$ cat src/rtl/cc2v_pkg.sv
// cc2v_pkg: shared types and constants for the 2d valid-mode cross-correlation unit
// beat structs, register indexes, operation codes and datapath widths
// no dependencies
package cc2v_pkg;

    localparam int MAX_WIDTH  = 256;
    localparam int MAX_KERNEL = 5;
    localparam int PIXEL_BITS = 16;

    localparam int KSLOTS   = MAX_KERNEL * MAX_KERNEL;
    localparam int SLOT_W   = $clog2(MAX_KERNEL);
    localparam int ADDR_W   = $clog2(MAX_WIDTH);
    localparam int PROD_W   = 2 * PIXEL_BITS;
    localparam int ROW_W    = PROD_W + $clog2(MAX_KERNEL + 1);
    localparam int SUM_W    = 40;

    localparam int WIDTH_W  = 9;
    localparam int HEIGHT_W = 13;
    localparam int KDIM_W   = 3;
    localparam int ROWCNT_W = 12;
    localparam int CFG_W    = 13;
    localparam int CFGIDX_W = 2;
    localparam int KIDX_W   = 5;

    localparam logic [WIDTH_W-1:0]  WIDTH_MAX  = WIDTH_W'(MAX_WIDTH);
    localparam logic [HEIGHT_W-1:0] HEIGHT_MAX = HEIGHT_W'(4096);
    localparam logic [KDIM_W-1:0]   KDIM_MAX   = KDIM_W'(MAX_KERNEL);

    localparam logic [CFGIDX_W-1:0] REG_IMAGE_WIDTH  = 2'd0;
    localparam logic [CFGIDX_W-1:0] REG_IMAGE_HEIGHT = 2'd1;
    localparam logic [CFGIDX_W-1:0] REG_KERNEL_ROWS  = 2'd2;
    localparam logic [CFGIDX_W-1:0] REG_KERNEL_COLS  = 2'd3;

    localparam logic OP_COEF  = 1'b0;
    localparam logic OP_PIXEL = 1'b1;

    typedef struct packed {
        logic                         op;
        logic [KIDX_W-1:0]            kernel_index;
        logic signed [PIXEL_BITS-1:0] value;
    } in_t;

    typedef struct packed {
        logic signed [SUM_W-1:0] sum;
        logic                    last;
    } out_t;

    typedef struct packed {
        logic shift;
        logic capture;
    } cell_ctrl_t;

endpackage

$ cat src/rtl/cc2v_cell.sv
// cc2v_cell: one window position holding a pixel and its coefficient
// passes the pixel to its neighbour and registers pixel times coefficient
// depends on cc2v_pkg
module cc2v_cell (
    input  logic                                   clk,
    input  cc2v_pkg::cell_ctrl_t                   ctrl,
    input  logic signed [cc2v_pkg::PIXEL_BITS-1:0] pix_in,
    input  logic signed [cc2v_pkg::PIXEL_BITS-1:0] coef_in,
    output logic signed [cc2v_pkg::PIXEL_BITS-1:0] pix,
    output logic signed [cc2v_pkg::PROD_W-1:0]     prod
);

    logic signed [cc2v_pkg::PIXEL_BITS-1:0] pix_reg;
    logic signed [cc2v_pkg::PIXEL_BITS-1:0] coef_reg;
    logic signed [cc2v_pkg::PROD_W-1:0]     prod_reg;
    logic signed [cc2v_pkg::PROD_W-1:0]     mult;

    assign mult = pix_reg * coef_reg;

    always_ff @(posedge clk)
    begin
        if (ctrl.shift)
        begin
            pix_reg <= pix_in;
        end
        if (ctrl.capture)
        begin
            coef_reg <= coef_in;
            // positions outside the kernel give zero whatever pixel they hold
            prod_reg <= (coef_reg == '0) ? '0 : mult;
        end
    end

    assign pix  = pix_reg;
    assign prod = prod_reg;

endmodule

$ cat config.mk
export PLATFORM = sky130hd
export DESIGN_NAME = cc2v_cell
export DESIGN_NICKNAME = d
export VERILOG_FILES = /design/src/rtl/cc2v_pkg.sv /design/src/rtl/cc2v_cell.sv
export SDC_FILE = /design/constraint.sdc
export NUM_CORES = 1
export LEC_CHECK = 0
export ABC_AREA = 1
export BUFFER_PORTS_ARGS = -buffer_cell sky130_fd_sc_hd__buf_2
export CAP_MARGIN = 15
export CORE_MARGIN = 2
export CORE_UTILIZATION = 60
export DETAILED_ROUTE_END_ITERATION = 8
export PLACE_DENSITY = 0.77
export REMOVE_ABC_BUFFERS = 1
export SETUP_SLACK_MARGIN = 0.2
export SLEW_MARGIN = 15
export SYNTH_ARGS = -nofsm -noshare
export SYNTH_HDL_FRONTEND = slang
export SYNTH_SLANG_ARGS = --single-unit
$ cat constraint.sdc
create_clock -name clk -period 10.3 [get_ports clk]
set_input_delay 0.515 -clock clk [delete_from_list [all_inputs] [get_ports clk]]
set_output_delay 0.515 -clock clk [all_outputs]
set_load 0.005 [all_outputs]
==> impl_results.md, run 1 <==
- Routability congestion estimate from global placement: 0.966
- I/O pin count: 83
- Die span in y: 151 um
- Async S/R FF share, synth: 0%
- Register Area: 1920 um^2
- #FFs+latches synth: 64
- Area of the die: 22700 um^2
- CTS max path bufs: 2
- GR Util All Layers: 30.9%
- Period Utilization, post-route: 61.9%
- Vias: 9967
- Post-synth cell types: 31
- Crit path DAT: 6470 ps
- Leading register cell type out of synthesis: edfxtp_1
- Core Region: 21100 um^2
- Initial antenna violation count: 1
- Area growth from synthesis to layout: 6.56%
- Max reg flops: 32
- Largest net degree at the start of global routing: 49
- Type of the worst min-delay path: input port to flop
- Max_slew headroom: 22.6%
- DRC: 0
- Pins Over Slew Limit: 0
- Max Fclk: 157 MHz
- Final min period: 6370 ps
- Worst-margin pin slew: 1160 ps
- Post-CTS Setup Bufs: 0
- TritonCTS clock tree: done
- Die W: 151 um
- DR pass1 iterations: 7
- Synth cell count leaders: 483 x inv_1, 424 x nand2_1, 262 x fa_1
- Root Driver: clkbuf_16
- Fillers: 1800
- H-tree depth: 3
- Top cell type by total area after synthesis: fa_1
- Ys Warns: 0
- Synth Area per Inst: 8.14 um^2
- Global-route wire length before repair: 53.7 mm
- Worst Setup End Kind: flop
- Via count of the first global-routing pass: 10700
- Std-Cell Rows: 53
- Post-cts resize count: 0
- Multi-input logic area: 8940 um^2
- Starting density of the core: 61.3%
- Setup TNS: 0 ps
- Max-cap violations: 0
- WL per Instance: 16.8 um
- Status: finished clean
- Final Hold Fails: 0
- Layout cells sized above 1: 7.84%
- Startpoint types: flop
- CTS sink count: 64
- DRT iter0 DRCs: 661
- CP Data Required Time: 10400 ps
- Most common cell in the netlist: inv_1
- Final WL: 32.0 mm
- Final net count: 2006
- Skew-Pair Late Insertion Delay: 340 ps
- WS Path Type: flop to flop
- CTS buffer count: 9
- Clock skew: 8.75 ps
- EDFF count, synth: 64
- Top cell type's share of synthesized area: 40.6%
- RSZ-0062 raised after global routing: false
- Gr ovfl total: 0
- Worst-path clk slew: 60 ps
- Post-DP HPWL: 25.2 mm
- Via-to-Cell Ratio: 5.23
- # port buffers: 82
- # diodes: 0
- Final ANT Viol Nets: 0
- Synth Cell Area: 12900 um^2
- CTS hold repair buffers: 0
- Register area share after synthesis: 14.9%
- Maximum fanout along the worst path: 17
- Mapped Cells: 1588
- Synth top area cells: fa_1 41%, edfxtp_1 15%, inv_1 14%, nand2_1 12%, ha_1 7.9%
- Final setup vio count: 0
[cell usage in the layout (no fill, tap or decap), types with 2 or more instances in the layout]
master | Yosys | layout
inv_1 | 483 | 483
nand2_1 | 424 | 424
fa_1 | 262 | 262
ha_1 | 82 | 82
buf_2 | 15 | 82
nor2_1 | 79 | 79
edfxtp_1 | 64 | 64
a21oi_1 | 34 | 34
nand3_1 | 28 | 28
o21ai_0 | 13 | 13
o21bai_1 | 9 | 9
clkbuf_16 | 0 | 9
nand2_2 | 7 | 7
nor2_2 | 7 | 7
buf_4 | 0 | 7
nand4_1 | 5 | 5
and2_1 | 4 | 4
nor3_1 | 4 | 4
or2_2 | 3 | 3
nand3b_1 | 3 | 3
xor2_1 | 3 | 3
nor4_1 | 2 | 2
nand3_2 | 2 | 2
nor3_2 | 2 | 2
xnor2_1 | 2 | 2
clkinvlp_4 | 0 | 2
[per-stage QoR]
step	setup slack (ps)	area [um^2]	utilization [%]	instances	hold WS, ps
2_1_floorplan	4780	12700	-	1527	614
3_3_place_gp	4050	13500	63.9	1891	692
3_5_place_dp	3980	13500	63.9	1891	693
4_1_cts	3970	13800	65.3	1907	337
5_1_grt	3580	13800	65.3	1907	338
6_report	3930	13800	65.3	1907	343
[logic make-up (layout without fill, tap and decap cells)]
kind of cell	after synthesis	count (layout)	synth area share [%]
buf+inv	545	589	16.0
fa+ha+maj	344	344	48.5
xor+xnor	5	5	0.339
flops	64	64	14.9
simple gates	571	571	17.8
compound gates	59	59	2.51
[routing by layer]
layer  up-vias  part of all wire, %  track usage (%)
met5         -                    0                0
li1       4574                    -                -
met1      4926                   42             43.1
met4         0                  2.7             8.97
met3        72                  6.9             4.49
met2       395                   48             50.9
[critical path: stages, from the launching register on]
cell,delay [ps]
edfxtp_1,820
nand2_1,210
inv_1,170
fa_1,560
fa_1,870
fa_1,520
fa_1,510
fa_1,490
inv_1,50
fa_1,470
inv_1,40
ha_1,420
nand2_1,140
nor2_1,160
inv_1,80
nor2_1,180
nand4_1,130
nand2_1,120
nand2_1,60
nand2_1,60
nor2_1,50
[cell type report]
| cell class | count | share of cell area (%) |
|---|---|---|
| Multi-Input combinational cell | 979 | 64.9 |
| Clock inverter | 7 | 0.518 |
| Sequential cell | 64 | 13.9 |
| Inverter | 484 | 13.2 |
| Clock buffer | 9 | 1.63 |
| Tap cell | 275 | 2.50 |
| Timing Repair Buffer | 89 | 3.36 |
[worst paths after layout]
check,cells past startpoint,start,endpoint,slack [ps]
worst max-delay path,20,coef_reg[1],prod[23],3930
worst min-delay path,1,pix_in[6],pix[6],340
worst max register to register,20,coef_reg[1],prod[23],3930
worst min register to register,3,coef_reg[0],prod[0],820
Power of run 1 is not shown: default switching activity piles up to over one toggle a cycle in this logic, so the estimate is an artifact.
==> run 2, diff against run 1 <==
Clock period 10.3 ns to 6.5 ns, I/O delays scaled along.
==> impl_results.md, run 2 (synthesized netlist as in run 1, its figures left out) <==
- H-tree depth: 3 (unchanged)
- Critical path's slowest cell: edfxtp_1 (was fa_1)
- WS Path Type: flop to flop (unchanged)
- Via-to-Cell Ratio: 5.25 (was 5.23)
- Clock skew: 9.86 ps (was 8.75 ps)
- CTS hold repair buffers: 0 (unchanged)
- DRT iter0 DRCs: 718 (was 661)
- Setup TNS: 0 ps (unchanged)
- Post-route insts no fill: 1941 (was 1907)
- Global-route wire length before repair: 53.9 mm (was 53.7 mm)
- Via count of the first global-routing pass: 10600 (was 10700)
- Routability congestion estimate from global placement: 0.935 (was 0.966)
- Type of the worst min-delay path: input port to flop (unchanged)
- Max Fclk: 166 MHz (was 157 MHz)
- Post-DP HPWL: 27.4 mm (was 25.2 mm)
- Startpoint types: flop (unchanged)
- Core Region: 21100 um^2 (unchanged)
- Max stage delay on crit path: 980 ps (was 870 ps)
- Skew-Pair Late Insertion Delay: 340 ps (about the same)
- Die span in y: 151 um (unchanged)
- RSZ-0062 raised after global routing: false (unchanged)
- Multi-input logic area: 8940 um^2 (about the same)
- Std-Cell Rows: 53 (unchanged)
- WL per Instance: 17.2 um (was 16.8 um)
- Fillers: 1737 (was 1800)
- Status: finished clean (unchanged)
- Root Driver: clkbuf_16 (unchanged)
- Worst Setup End Kind: flop (unchanged)
- Final net count: 2040 (was 2006)
- Worst-path cell chain: nand2_1, fa_1, inv_1, fa_1, fa_1, fa_1, fa_1, inv_1, fa_1, inv_1, ha_1, nand2_1, nor2_1, inv_1, nor3_1, nand3_1, nand3_1, nand2_1, nand2_1, nor2_1 (was nand2_1, inv_1, fa_1, fa_1, fa_1, fa_1, fa_1, inv_1, fa_1, inv_1, ha_1, nand2_1, nor2_1, inv_1, nor2_1, nand4_1, nand2_1, nand2_1, nand2_1, nor2_1)
- Register Area: 1920 um^2 (unchanged)
- Final Hold Fails: 0 (unchanged)
- Post-DP Area: 13600 um^2 (was 13500 um^2)
- Most common cell after layout, fill and taps aside: inv_1 (unchanged)
- Vias: 10200 (was 9967)
- Worst-path clk slew: 60 ps (about the same)
- Worst-margin pin slew: 1150 ps (was 1160 ps)
- CTS buffer count: 9 (unchanged)
- GR Util All Layers: 31.5% (was 30.9%)
- Max reg flops: 32 (unchanged)
- Final WL: 33.3 mm (was 32.0 mm)
- Pins Over Slew Limit: 0 (unchanged)
- Area growth from synthesis to layout: 8.60% (was 6.56%)
- Gr ovfl total: 0 (unchanged)
- Final setup vio count: 0 (unchanged)
- TritonCTS clock tree: done (unchanged)
- Layout cells sized above 1: 9.66% (was 7.84%)
- Final min period: 6030 ps (was 6370 ps)
- Max_slew headroom: 23.2% (was 22.6%)
- CP dominant cell by count: fa_1 (unchanged)
- # port buffers: 82 (unchanged)
- DRC: 0 (unchanged)
- CP Data Required Time: 6580 ps (was 10400 ps)
- Cells after DPL: 1913 (was 1891)
- Initial antenna violation count: 0 (was 1)
- CTS max path bufs: 2 (unchanged)
- DR pass1 iterations: 6 (was 7)
- Crit path DAT: 6110 ps (was 6470 ps)
- Period Utilization, post-route: 92.8% (was 61.9%)
- CTS sink count: 64 (unchanged)
- Maximum fanout along the worst path: 13 (was 17)
- Die W: 151 um (unchanged)
- Post-route cell area: 14000 um^2 (was 13800 um^2)
- Final ANT Viol Nets: 0 (unchanged)
- Largest net degree at the start of global routing: 49 (unchanged)
- Max-cap violations: 0 (unchanged)
- Starting density of the core: 61.3% (unchanged)
- Area of the die: 22700 um^2 (unchanged)
- I/O pin count: 83 (unchanged)
- # diodes: 0 (unchanged)
- Commonest non-fill, non-tap cells in the layout: 483 x inv_1, 424 x nand2_1, 261 x fa_1, 82 x ha_1, 82 x buf_2 (was 483 x inv_1, 424 x nand2_1, 262 x fa_1, 82 x ha_1, 82 x buf_2)
==> run 2: cell types whose count changed in the layout (fill, tap and decap cells not counted) <==
| cell | before | now |
|---|---|---|
| clkbuf_1 | 0 | 2 |
| clkinv_2 | 1 | 0 |
| inv_6 | 1 | 0 |
| fa_1 | 262 | 261 |
| buf_4 | 7 | 40 |
| fa_2 | 0 | 1 |
| buf_12 | 0 | 1 |
==> run 2: critical path, delay by kind of cell (launching register included) <==
| family | cells | cell delay [ps] |
|---|---|---|
| flops | 1 | 980 |
| fa+ha+maj | 7 | 3410 |
| simple gates | 9 | 1140 |
| buf+inv | 4 | 210 |
==> run 2: area by class of cell <==
type,instances,share of cell area (%)
clock buffers,11,1.66
clock inverters,5,0.410
inverters,484,12.9
multi-input cells,979,63.7
flip-flops and latches,64,13.7
well taps,275,2.45
repair buffers,123,5.20
==> run 2: through the flow <==
step / util (%) / worst slack (ps) / hold slack [ps]
floorplan: - / 978 / 424
global placement: 64.7 / 488 / 502
detailed placement: 64.7 / 404 / 504
CTS: 66.1 / 387 / 152
global route: 66.6 / 242 / 156
finish: 66.6 / 471 / 157
==> run 2: final timing paths <==
path	start	endpoint	slack (ps)	depth (start not counted)
setup / recovery	pix[4]	prod[27]	470	20
hold / removal	pix_in[5]	pix[5]	160	1
setup reg to reg	pix[4]	prod[27]	470	20
hold reg to reg	pix[0]	prod[0]	1100	3
==> run 2: layer usage <==
metal / vias to the layer above / global-route usage [%] / part of all wire [%]
li1: 4653 / - / -
met1: 4996 / 42.8 / 40
met2: 456 / 51.2 / 48
met3: 81 / 6.23 / 9.2
met4: 0 / 10.5 / 3.1
met5: - / 0 / 0
==> run 2: what timing repair did <==
action                                  CTS  global route
buffers inserted                          0            12
gates resized for setup                   0             1
endpoints found under the setup margin    0            11
Power of run 2 is left out for the same reason.
==> run 3, diff against run 2 <==
Settings changed: CTS_BUF_LIST set to sky130_fd_sc_hd__clkbuf_4 sky130_fd_sc_hd__clkbuf_8 sky130_fd_sc_hd__clkbuf_16.
==> impl_results.md, run 3 (synthesized netlist as in run 1, its figures left out) <==
- Status: finished clean (unchanged)
- Fillers: 1730 (was 1737)
- Via-to-Cell Ratio: 5.25 (about the same)
- Final net count: 2036 (was 2040)
- Starting density of the core: 61.3% (unchanged)
- Layout cells sized above 1: 9.57% (was 9.66%)
- Final Hold Fails: 0 (unchanged)
- Commonest non-fill, non-tap cells in the layout: 483 x inv_1, 424 x nand2_1, 261 x fa_1, 82 x ha_1, 82 x buf_2 (unchanged)
- Final ANT Viol Nets: 0 (unchanged)
- Maximum fanout along the worst path: 17 (was 13)
- Setup TNS: 0 ps (unchanged)
- Worst-path cell chain: nand2_1, fa_1, fa_1, fa_1, fa_1, inv_1, fa_1, inv_1, fa_1, inv_1, ha_1, nand2_2, inv_1, a21oi_1, nand3_1, nand2_1, inv_1, nor2_1, nand2_1, nand2_1, nor2_1 (was nand2_1, fa_1, inv_1, fa_1, fa_1, fa_1, fa_1, inv_1, fa_1, inv_1, ha_1, nand2_1, nor2_1, inv_1, nor3_1, nand3_1, nand3_1, nand2_1, nand2_1, nor2_1)
- Pins Over Slew Limit: 0 (unchanged)
- Std-Cell Rows: 53 (unchanged)
- Post-DP HPWL: 27.4 mm (unchanged)
- Post-route cell area: 14000 um^2 (about the same)
- Gr ovfl total: 0 (unchanged)
- Vias: 10200 (about the same)
- TritonCTS clock tree: done (unchanged)
- Worst R2R Setup Slack: 440 ps (was 470 ps)
- Critical path's slowest cell: edfxtp_1 (unchanged)
- Max Fclk: 165 MHz (was 166 MHz)
- Final min period: 6060 ps (was 6030 ps)
- Largest net degree at the start of global routing: 49 (unchanged)
- # diodes: 0 (unchanged)
- End-of-flow core utilization: 66.5% (was 66.6%)
- Met3 routed WL: 3.17 mm (was 3.08 mm)
- WL per Instance: 17.2 um (about the same)
- Area growth from synthesis to layout: 8.43% (was 8.60%)
- Max reg flops: 32 (unchanged)
- Final WL: 33.4 mm (was 33.3 mm)
- CP dominant cell by count: fa_1 (unchanged)
- Skew-Pair Late Insertion Delay: 340 ps (about the same)
- I/O pin count: 83 (unchanged)
- Post-DP Area: 13600 um^2 (unchanged)
- Most common cell after layout, fill and taps aside: inv_1 (unchanged)
- Area of the die: 22700 um^2 (unchanged)
- CTS sink count: 64 (unchanged)
- DRC: 0 (unchanged)
- Via count of the first global-routing pass: 10600 (about the same)
- Max stage delay on crit path: 940 ps (was 980 ps)
- Highest Signal Layer: met4 (unchanged)
- Worst-path clk slew: 60 ps (about the same)
- Clock skew: 7.94 ps (was 9.86 ps)
- Period Utilization, post-route: 93.3% (was 92.8%)
- Routability congestion estimate from global placement: 0.935 (unchanged)
- H-tree depth: 3 (unchanged)
- DRT iter0 DRCs: 722 (was 718)
- Type of the worst min-delay path: input port to flop (unchanged)
- Final setup vio count: 0 (unchanged)
- Startpoint types: flop (unchanged)
- WS Path Type: flop to flop (unchanged)
- CTS buffer count: 9 (unchanged)
- Crit path DAT: 6160 ps (was 6110 ps)
- Die span in y: 151 um (unchanged)
- Wl on met1: 13.2 mm (about the same)
- Die W: 151 um (unchanged)
- Root Driver: clkbuf_16 (unchanged)
- # port buffers: 82 (unchanged)
- Register Area: 1920 um^2 (unchanged)
- Worst-margin pin slew: 1150 ps (about the same)
- CTS max path bufs: 2 (unchanged)
- Max-cap violations: 0 (unchanged)
- Worst Setup End Kind: flop (unchanged)
- Multi-input logic area: 8940 um^2 (unchanged)
- CP Data Required Time: 6590 ps (was 6580 ps)
- Global-route wire length before repair: 54.0 mm (was 53.9 mm)
- Initial antenna violation count: 0 (unchanged)
- CTS hold repair buffers: 0 (unchanged)
- Metal2 WL: 15.9 mm (was 16.0 mm)
- GR Util All Layers: 31.5% (about the same)
- RSZ-0062 raised after global routing: false (unchanged)
- Core Region: 21100 um^2 (unchanged)
- DR pass1 iterations: 5 (was 6)
- Max_slew headroom: 23.2% (about the same)
-- run 3: cell count changes in the layout (fill, tap and decap cells not counted) --
cell	delta
clkbuf_4	+2
clkbuf_1	-2
buf_4	-4
-- run 3: final cells by class --
cell class,count,share of cell area [%]
clock buffer,11,1.71
clock inverter,5,0.410
timing repair buffer,119,5.00
inverter,484,13.0
tap,275,2.45
sequential,64,13.7
multi-input combinational,979,63.8
-- run 3: worst paths after layout --
path / cells past startpoint / endpoint / startpoint
worst min-delay path: 1 / coef_reg[13] / coef_in[13]
worst max register to register: 21 / prod[29] / pix[9]
worst min register to register: 3 / prod[0] / pix[0]
worst max-delay path: 21 / prod[29] / pix[9]
-- run 3: what timing repair did --
item / in CTS / in global routing
setup buffers: 0 / 8
setup endpoints to repair: 0 / 11
gates resized for setup: 0 / 1
-- run 3: through the flow --
step / hold WS, ps / worst slack (ps) / cells
6_report: 158 / 436 / 1937
5_1_grt: 161 / 205 / 1937
4_1_cts: 156 / 385 / 1929
3_5_place_dp: 504 / 404 / 1913
3_3_place_gp: 502 / 488 / 1913
2_1_floorplan: 424 / 978 / 1527
-- run 3: per-layer routing --
| metal | GRT usage (%) | vias up |
|---|---|---|
| met2 | 51.4 | 442 |
| met4 | 10.4 | 0 |
| met3 | 6.30 | 84 |
| met5 | 0 | - |
| met1 | 42.9 | 5007 |
| li1 | - | 4637 |
-- run 3: critical path, delay by kind of cell, from the launching register on --
family | cells | cell delay [ps]
flip-flops | 1 | 940
AO/OA/AOI/OAI | 1 | 270
AND/OR/NAND/NOR | 8 | 1000
adder cells (fa/ha/maj) | 7 | 3370
buffers and inverters | 5 | 240
Power of run 3 is left out for the same reason.
